`config.mk`:
```
export PLATFORM = sky130hd
export DESIGN_NAME = pru_ctrl
export DESIGN_NICKNAME = d
export VERILOG_FILES = /design/src/rtl/pru_pkg.sv /design/src/rtl/pru_ctrl.sv
export SDC_FILE = /design/constraint.sdc
export NUM_CORES = 1
export LEC_CHECK = 0
export ABC_AREA = 1
export BUFFER_PORTS_ARGS = -buffer_cell sky130_fd_sc_hd__buf_2
export CAP_MARGIN = 20
export CORE_ASPECT_RATIO = 0.7
export CORE_MARGIN = 1.5
export CORE_UTILIZATION = 25
export CTS_CLUSTER_DIAMETER = 150
export DETAILED_ROUTE_END_ITERATION = 16
export PLACE_DENSITY_LB_ADDON = 0.15
export RECOVER_POWER = 25
export SETUP_SLACK_MARGIN = 0.1
export SYNTH_ARGS = -nofsm -noshare
export SYNTH_HDL_FRONTEND = slang
export SYNTH_SLANG_ARGS = --single-unit
```
`constraint.sdc`:
```
create_clock -name i_clk -period 3.7 [get_ports i_clk]
set_clock_uncertainty 0.15 [all_clocks]
set_input_delay 0.74 -clock i_clk [delete_from_list [all_inputs] [get_ports i_clk]]
set_output_delay 0.74 -clock i_clk [all_outputs]
set_load 0.02 [all_outputs]
```
`src/rtl/pru_pkg.sv`:
```
package pru_pkg;

    localparam int MAX_WIDTH  = 1024;
    localparam int AW         = $clog2(MAX_WIDTH);
    localparam int MAX_SCALE  = 100;
    localparam int MAX_HEIGHT = 4096;

    localparam int PIX_W      = 24;
    localparam int KIND_W     = 2;
    localparam int SCALE_W    = 7;
    localparam int WIDTH_W    = 11;
    localparam int HEIGHT_W   = 13;
    localparam int ROW_W      = 12;
    localparam int CFG_IDX_W  = 2;
    localparam int CFG_DATA_W = 13;

    localparam logic [KIND_W-1:0] KIND_PIXEL  = 2'd0;
    localparam logic [KIND_W-1:0] KIND_PAD    = 2'd1;
    localparam logic [KIND_W-1:0] KIND_WAIT   = 2'd2;
    localparam logic [KIND_W-1:0] KIND_REJECT = 2'd3;

    localparam logic [CFG_IDX_W-1:0] CFG_SCALE  = 2'd0;
    localparam logic [CFG_IDX_W-1:0] CFG_WIDTH  = 2'd1;
    localparam logic [CFG_IDX_W-1:0] CFG_HEIGHT = 2'd2;

    localparam logic MODE_WRITE = 1'b0;

    // line store access and result of one accepted beat
    typedef struct packed {
        logic              wr_en;
        logic [AW-1:0]     wr_addr;
        logic              rd_en;
        logic [AW-1:0]     rd_addr;
        logic              res_valid;
        logic [KIND_W-1:0] kind;
        logic              row_end;
        logic              image_end;
    } t_req;

endpackage

```
`src/rtl/pru_ctrl.sv`:
```
module pru_ctrl import pru_pkg::*; (
    input  logic                  i_clk,
    input  logic                  i_rst_n,
    input  logic                  i_fire,
    input  logic                  i_mode,
    input  logic                  i_cfg_we,
    input  logic [CFG_IDX_W-1:0]  i_cfg_index,
    input  logic [CFG_DATA_W-1:0] i_cfg_data,
    output t_req                  o_req
);

    logic [SCALE_W-1:0]  r_scale, n_scale;
    logic [WIDTH_W-1:0]  r_width, n_width;
    logic [HEIGHT_W-1:0] r_height, n_height;

    logic [AW:0]         r_wc, n_wc;
    logic [AW-1:0]       r_col, n_col;
    logic [SCALE_W-1:0]  r_pr, n_pr;
    logic [SCALE_W-1:0]  r_rr, n_rr;
    logic [1:0]          r_pl, n_pl;
    logic                r_inpad, n_inpad;
    logic [ROW_W-1:0]    r_rc, n_rc;

    logic [3:0] w_prod;
    logic [1:0] w_pad;
    logic       w_last_copy;
    logic       w_last_col;
    logic       w_last_rrep;
    logic       w_last_srow;
    logic       w_last_row;
    logic       w_pix_done;
    logic       w_finish;
    logic       w_pad_last;

    // row padding = (3*w*s) mod 4 complement = (w*s) mod 4
    assign w_prod      = {2'b00, r_width[1:0]} * {2'b00, r_scale[1:0]};
    assign w_pad       = w_prod[1:0];
    assign w_last_copy = ({1'b0, r_pr} + 8'd1) >= {1'b0, r_scale};
    assign w_last_col  = ({1'b0, r_col} + 11'd1) >= r_width;
    assign w_last_rrep = ({1'b0, r_rr} + 8'd1) >= {1'b0, r_scale};
    assign w_last_srow = ({1'b0, r_rc} + 13'd1) >= r_height;
    assign w_last_row  = w_last_rrep && w_last_srow;
    assign w_pix_done  = w_last_copy && w_last_col;
    assign w_pad_last  = r_pl <= 2'd1;

    always_comb begin
        n_scale  = r_scale;
        n_width  = r_width;
        n_height = r_height;
        n_wc     = r_wc;
        n_col    = r_col;
        n_pr     = r_pr;
        n_rr     = r_rr;
        n_pl     = r_pl;
        n_inpad  = r_inpad;
        n_rc     = r_rc;
        w_finish = 1'b0;

        o_req           = '0;
        o_req.wr_addr   = r_wc[AW-1:0];
        o_req.rd_addr   = r_col;

        if (i_cfg_we) begin
            case (i_cfg_index)
                CFG_SCALE: begin
                    if (i_cfg_data[SCALE_W-1:0] == '0) begin
                        n_scale = SCALE_W'(1);
                    end else if (i_cfg_data[SCALE_W-1:0] > SCALE_W'(MAX_SCALE)) begin
                        n_scale = SCALE_W'(MAX_SCALE);
                    end else begin
                        n_scale = i_cfg_data[SCALE_W-1:0];
                    end
                end
                CFG_WIDTH: begin
                    if (i_cfg_data[WIDTH_W-1:0] == '0) begin
                        n_width = WIDTH_W'(1);
                    end else if (i_cfg_data[WIDTH_W-1:0] > WIDTH_W'(MAX_WIDTH)) begin
                        n_width = WIDTH_W'(MAX_WIDTH);
                    end else begin
                        n_width = i_cfg_data[WIDTH_W-1:0];
                    end
                end
                CFG_HEIGHT: begin
                    if (i_cfg_data == '0) begin
                        n_height = HEIGHT_W'(1);
                    end else if (i_cfg_data > HEIGHT_W'(MAX_HEIGHT)) begin
                        n_height = HEIGHT_W'(MAX_HEIGHT);
                    end else begin
                        n_height = i_cfg_data;
                    end
                end
                default: ;
            endcase
            n_wc    = '0;
            n_col   = '0;
            n_pr    = '0;
            n_rr    = '0;
            n_pl    = '0;
            n_inpad = 1'b0;
            n_rc    = '0;
        end else if (i_fire) begin
            if (i_mode == MODE_WRITE) begin
                if (r_wc < r_width) begin
                    o_req.wr_en = 1'b1;
                    n_wc        = r_wc + 1'b1;
                end else begin
                    o_req.res_valid = 1'b1;
                    o_req.kind      = KIND_REJECT;
                end
            end else if (r_inpad) begin
                o_req.res_valid = 1'b1;
                o_req.kind      = KIND_PAD;
                o_req.row_end   = w_pad_last;
                o_req.image_end = w_pad_last && w_last_row;
                if (w_pad_last) begin
                    w_finish = 1'b1;
                end else begin
                    n_pl = r_pl - 2'd1;
                end
            end else if ({1'b0, r_col} >= r_wc) begin
                o_req.res_valid = 1'b1;
                o_req.kind      = KIND_WAIT;
            end else begin
                o_req.res_valid = 1'b1;
                o_req.rd_en     = 1'b1;
                o_req.kind      = KIND_PIXEL;
                o_req.row_end   = w_pix_done && (w_pad == 2'd0);
                o_req.image_end = w_pix_done && (w_pad == 2'd0) && w_last_row;
                if (w_pix_done) begin
                    if (w_pad == 2'd0) begin
                        w_finish = 1'b1;
                    end else begin
                        n_inpad = 1'b1;
                        n_pl    = w_pad;
                    end
                end else if (w_last_copy) begin
                    n_pr  = '0;
                    n_col = r_col + 1'b1;
                end else begin
                    n_pr = r_pr + 1'b1;
                end
            end

            if (w_finish) begin
                n_col   = '0;
                n_pr    = '0;
                n_inpad = 1'b0;
                n_pl    = '0;
                n_rr    = r_rr + 1'b1;
                if (w_last_rrep) begin
                    n_rr = '0;
                    n_wc = '0;
                    n_rc = w_last_srow ? '0 : r_rc + 1'b1;
                end
            end
        end
    end

    always_ff @(posedge i_clk) begin
        if (!i_rst_n) begin
            r_scale  <= SCALE_W'(1);
            r_width  <= WIDTH_W'(1);
            r_height <= HEIGHT_W'(1);
            r_wc     <= '0;
            r_col    <= '0;
            r_pr     <= '0;
            r_rr     <= '0;
            r_pl     <= '0;
            r_inpad  <= 1'b0;
            r_rc     <= '0;
        end else begin
            r_scale  <= n_scale;
            r_width  <= n_width;
            r_height <= n_height;
            r_wc     <= n_wc;
            r_col    <= n_col;
            r_pr     <= n_pr;
            r_rr     <= n_rr;
            r_pl     <= n_pl;
            r_inpad  <= n_inpad;
            r_rc     <= n_rc;
        end
    end

endmodule

```
==> flow_metrics.tcl, run 1 <==
set metrics [dict create \
    p_per_area_nw_per_um2 279 \
    clk_pin_slew_ns 0.07 \
    maxSlewViolCount 0 \
    post_dp_cell_area_um2 6610 \
    synth.area.top_cells "dfxtp_1 (28%), ha_1 (14%), nand2_1 (14%)" \
    use_met1_pct 25.6 \
    first_pass_iters 5 \
    track_usage_pct 15.7 \
    reg2reg_from "r_col[1]" \
    drt-vias-per-instance 4.37 \
    nets 1048 \
    worst_slack_ns -0.396 \
    wl_per_cell_um 14.4 \
    wl_um 18400 \
    hold_path_class "reg -> reg" \
    vias 5604 \
    critPathMaxStageDelay_ns 0.33 \
    busiest_layer "met1" \
    syn_inst 887 \
    globalRouteMet2Util_pct 20.5 \
    synthDistinctLibCells 44 \
    cts_sinks 81 \
    path_cells "inv_2, nor4_4, nand4_1, or2_1, xor2_1, inv_1, ha_4, nand2_4, nor2_4, and2_1, nand2_1, nand4_1, nand2_2, o21bai_4, nand2_4, clkinv_4, nand2_4, nor2_4, buf_6" \
    die_w_um 186 \
    violations "setup timing" \
    pre_cts_ws_ns -0.194 \
    min_from "r_width[3]" \
    hpwl_um 14200 \
    grt_pass1_wl_um 28800 \
    cts_tree "built" \
    ys_ff_latch 81 \
    maxCapViolations 0 \
    gr-usage-met3_pct 2.55 \
    grt_max_degree 29 \
    cp_common_cell "nand2_4" \
    min_to "r_width[3]" \
    syn_to_final_growth_pct 23.4 \
    hold_depth 2 \
    rrSetupSlack_ns 0.18 \
    ir_drop_mv 0.211 \
    p_leak_uw 0.00338 \
    port_buffers 46 \
    die-area_um2 24300 \
    arrival_ns 3.21 \
    fillers 2568 \
    worst-path-buf-inv 4 \
    rsz0062_at_grt "true" \
    clk_latency_ns 0.35 \
    critPathKind "reg -> out" \
    overflow 0 \
    antenna_cells 0 \
    antenna_left 0 \
    rows 46 \
    fmax_mhz 244 \
    layout_commonest_cell "nand2_1" \
    fin_crit_ns 4.10 \
    timing_hold_violations_final 0 \
    yosys.area.top_type_share_pct 27.7 \
    rr_worst_depth 23 \
    initial_utilization_pct 25.7 \
    slowest_stage "dfxtp_2" \
    p_total_uw 2010 \
    drt-initial-drc-count 441 \
    netlist_area_um2 5850 \
    avgSynthCellArea_um2 6.60 \
    die_h_um 131 \
    whs_ns 0.316 \
    startpoint_type "flip-flop" \
    cts_buffers 9 \
    coreArea_um2 22800 \
    antenna_found_initial 0 \
    ios 47 \
    htree_levels 3 \
    layout_worst_path_cycle_share_pct 111 \
    most-common-layout-cells "nand2_1 (205), inv_1 (134), nor2_1 (105)" \
    postCtsHoldBufs 0 \
    final_layout_size_suffix_gt1_share_pct 15.5 \
    timing.slew.headroom_pct 41.0 \
    grt_pass1_vias 5096 \
    ys_seq_area_share_pct 27.7 \
    synth_nets 971 \
    worst_ep_required_time_ns 2.81 \
    setup_viol 2 \
    cts_root_buf "clkbuf_16" \
    async_flop_share_pct 0 \
    gp_congestion 0.800 \
    status "finished, violations left" \
    yosysWarningCount 0 \
    path_max_fanout 3 \
    route.detailed.drc 0 \
    cp-end-kind "primary output" \
    synth_edf_count 0 \
    tightest_slew_ns 0.882 \
    synth_ff_type "dfxtp_1" \
    r2r_end "r_rc[10]" \
    crit_family "simple AND/OR/NAND/NOR gates" \
    final_cell_area_um2 7220 \
    synth_top_area_cell "dfxtp_1" \
    setup-tns-final_ns -0.779 \
    clk_path_buf_depth 2 \
]
state kept, by name (all words and copies together) (netlist names):
| register | cells |
|---|---|
| r_wc | 11 |
| r_pr | 7 |
| r_scale | 7 |
| r_rc | 12 |
| r_rr | 7 |
| r_col | 10 |
| r_height | 13 |
| r_pl | 2 |
| r_inpad | 1 |
| r_width | 11 |
worst reg2reg max path, delay by kind of cell, from the launching register on:
kind / cells / cell delay (ns)
AND/OR/NAND/NOR: 14 / 1.67
buffers and inverters: 6 / 0.66
flip-flops: 1 / 0.33
adder cells (fa/ha/maj): 1 / 0.29
XOR/XNOR: 1 / 0.19
AO/OA/AOI/OAI: 1 / 0.17
area by class of cell:
type / instances / area, µm² / area share (%)
Sequential cell: 81 / 1630 / 22.5
Clock inverter: 5 / 30.0 / 0.416
Multi-Input combinational cell: 636 / 3730 / 51.6
Clock buffer: 11 / 253 / 3.50
Tap cell: 312 / 390 / 5.41
Timing Repair Buffer: 92 / 636 / 8.80
Inverter: 144 / 556 / 7.69
cell families after synthesis:
| group | Yosys count | synth area share (%) |
|---|---|---|
| AOI/OAI and AO/OA | 116 | 11.0 |
| xor gates and xnor gates | 25 | 3.74 |
| buffers and inverters | 170 | 12.0 |
| and+or+nand+nor | 431 | 31.8 |
| adders and majority gates | 64 | 13.7 |
| DFF | 81 | 27.7 |
worst max path at each step:
stage | slack, ns | endpoint | cells past startpoint | from
detailed placement | -0.19 | o_req[0] | 19 | r_col[1]
CTS | -0.45 | o_req[0] | 19 | r_col[4]
floorplan | 0.10 | o_req[1] | 17 | r_col[1]
global placement | -0.17 | o_req[0] | 19 | r_col[1]
finish | -0.40 | o_req[0] | 19 | r_col[1]
global route | -0.61 | o_req[0] | 19 | r_col[1]
synthesized netlist by cell type, drive strengths merged (2+ instances only):
library cell	instances
clkbuf	9
a211oi	4
nand4	21
clkinv	2
nor2	117
ha	64
buf	17
o211ai	2
nand3	43
and3	2
nand3b	3
a21oi	76
nor3	15
or2	2
dfxtp	81
xor2	24
o21ai	24
nand2	220
o21bai	3
nor4	6
inv	142
per-stage QoR:
step | utilization, % | cells
finish | 31.7 | 1281
global route | 31.7 | 1281
CTS | 30.9 | 1276
detailed placement | 29.0 | 1254
global placement | 29.0 | 1254
floorplan | - | 887
per-layer routing:
metal | part of all wire [%] | vias to the layer above
met2 | 36 | 97
met1 | 60 | 2505
met3 | 3.3 | 14
met4 | 1.2 | 0
met5 | 0 | -
li1 | - | 2988
power breakdown:
group / switching, µW / internal [µW]
combinational: 166 / 72.3
sequential: 7.31 / 883
clock: 397 / 489
what timing repair did:
action / CTS / global route
setup endpoints to repair: 34 / 49
gates cloned: 0 / 1
pin swaps: 13 / 11
setup buffers: 6 / 4
endpoints found under the hold margin: 0 / 0
gates resized for setup: 24 / 39
No activity file was read; power rests on OpenSTA's default activity.
==> run 2, diff against run 1 <==
==> constraint.sdc (replaced) <==
create_clock -name i_clk -period 4.2 [get_ports i_clk]
set_clock_uncertainty 0.15 [all_clocks]
set_input_delay 0.84 -clock i_clk [delete_from_list [all_inputs] [get_ports i_clk]]
set_output_delay 0.84 -clock i_clk [all_outputs]
set_load 0.02 [all_outputs]
==> run 2 against run 1 <==
Against the previous run:
- the flow still finishes with violations (setup timing)
- register-to-register slack improved by 0.26 ns
- worst hold slack barely moved
- cell count fell by 1.6%
- count of clock-buffer cells in the layout fell by 1
- routed wire length fell by 1.7%
==> flow_metrics.tcl, run 2 (same netlist as run 1, synthesis figures left out) <==
set metrics [dict create \
    layout_worst_path_cycle_share_pct 101 \
    ir_drop_mv 0.189 \
    timing_hold_violations_final 0 \
    arrival_ns 3.24 \
    pre_cts_ws_ns 0.0439 \
    vias 5526 \
    cts_root_buf "clkbuf_16" \
    cp-end-kind "primary output" \
    antenna_found_initial 0 \
    worst_slack_ns -0.0349 \
    clk_path_buf_depth 2 \
    tightest_slew_ns 0.718 \
    syn_to_final_growth_pct 19.4 \
    hpwl_um 14100 \
    antenna_left 0 \
    reg.largest.list "r_height: 13 flops, r_rc: 12 flops" \
    wl_um 18100 \
    drt-initial-drc-count 332 \
    route.detailed.drc 0 \
    cts_tree "built" \
    gp_congestion 0.772 \
    antenna_cells 0 \
    fillers 2534 \
    clk_pin_slew_ns 0.06 \
    status "finished, violations left" \
    track_usage_pct 15.6 \
    layout_commonest_cell "nand2_1" \
    fin_crit_ns 4.23 \
    largest_reg_flops 13 \
    ios 47 \
    port_buffers 46 \
    initial_utilization_pct 25.7 \
    grt_max_degree 30 \
    fin_cells 1261 \
    coreArea_um2 22800 \
    final_layout_size_suffix_gt1_share_pct 15.0 \
    wl_per_cell_um 14.3 \
    drt-vias-per-instance 4.38 \
    hold_path_class "reg -> reg" \
    cts_buffers 9 \
    path_max_fanout 4 \
    cts_sinks 81 \
    rsz0062_at_grt "true" \
    first_pass_iters 4 \
    overflow 0 \
    die_h_um 131 \
    htree_levels 3 \
    maxCapViolations 0 \
    dp.cells 1236 \
    setup_viol 1 \
    startpoint_type "flip-flop" \
    grt_pass1_vias 5063 \
    rows 46 \
    die_w_um 186 \
    p_per_area_nw_per_um2 267 \
    top_register "r_height" \
    p_leak_uw 0.00333 \
    fmax_mhz 236 \
    maxSlewViolCount 0 \
    clk_latency_ns 0.36 \
    most-common-layout-cells "nand2_1 (208), inv_1 (135), nor2_1 (105)" \
    timing.slew.headroom_pct 52.1 \
    postCtsHoldBufs 0 \
    violations "setup timing" \
    critPathKind "reg -> out" \
    die-area_um2 24300 \
    nets 1028 \
    worst_ep_required_time_ns 3.21 \
    grt_pass1_wl_um 28600 \
]
-- run 2: changes by cell type in the layout (fill, tap and decap cells not counted), moves of 3 or more --
cell      previous run  this run
buf_12               3         0
buf_2               23        39
buf_4               38        26
buf_6                5         2
clkbuf_1            21         6
clkinv_2             3         0
nand2_1            205       208
nand2_8              4         0
-- run 2: area by class of cell --
cell class / count / area (µm²) / share of cell area, %
clock buffers: 10 / 229 / 3.28
well taps: 312 / 390 / 5.59
clock inverters: 6 / 92.6 / 1.32
multi-input cells: 636 / 3670 / 52.5
inverters: 144 / 548 / 7.84
flip-flops and latches: 81 / 1630 / 23.3
repair buffers: 72 / 432 / 6.18
-- run 2: stage by stage --
stage          util, %  TNS, ns  power (µW)  hold WS [ns]  area [µm²]
6_report          30.7  -0.0349        1870         0.316        6990
5_1_grt           30.7   -0.319        1960         0.333        6990
4_1_cts           30.2  -0.0412        1900         0.318        6870
3_5_place_dp      28.2        0         997         0.307        6440
3_3_place_gp      28.2        0         998         0.308        6440
2_1_floorplan        -        0         921         0.293        5850
-- run 2: report_power, final --
group | total [µW] | switching (µW) | leakage [µW] | internal [µW]
Sequential | 783 | 6.55 | 0.000657 | 777
Clock | 883 | 360 | 0.000149 | 524
Combinational | 201 | 141 | 0.00253 | 60.2
Total | 1870 | 507 | 0.00333 | 1360
-- run 2: routing by layer --
metal / global-route usage, % / up-vias / share of wire, %
met5: 0 / - / 0
met4: 2.66 / 0 / 0.40
met3: 3.88 / 6 / 3.9
met2: 21.0 / 78 / 38
met1: 24.6 / 2491 / 58
li1: - / 2951 / -
-- run 2: critical path: stages, from the launching register on --
cell	delay [ns]
dfxtp_4	0.38
inv_4	0.04
nor4_4	0.30
nand4_1	0.21
or2_0	0.26
xor2_1	0.17
inv_1	0.10
ha_4	0.28
nand2_4	0.05
nor2_4	0.09
and2_4	0.13
nand2_1	0.04
nand4_1	0.15
nand2_2	0.10
o21bai_4	0.16
nand2_4	0.08
clkinv_4	0.06
nand2_4	0.05
nor2_4	0.10
buf_6	0.12
-- run 2: path summary, 6_finish.rpt --
kind	start	endpoint	slack [ns]	cells after the start
worst min-delay path	r_height[10]	r_height[10]	0.32	2
worst min register to register	r_height[10]	r_height[10]	0.32	2
worst max register to register	r_col[1]	r_pr[4]	0.44	21
worst max-delay path	r_col[1]	o_req[0]	-0.03	19
-- run 2: timing repair --
item,CTS,global route
pin swaps,10,13
setup endpoints to repair,2,2
gates resized for setup,23,24
endpoints found under the hold margin,0,0
setup buffers,7,2
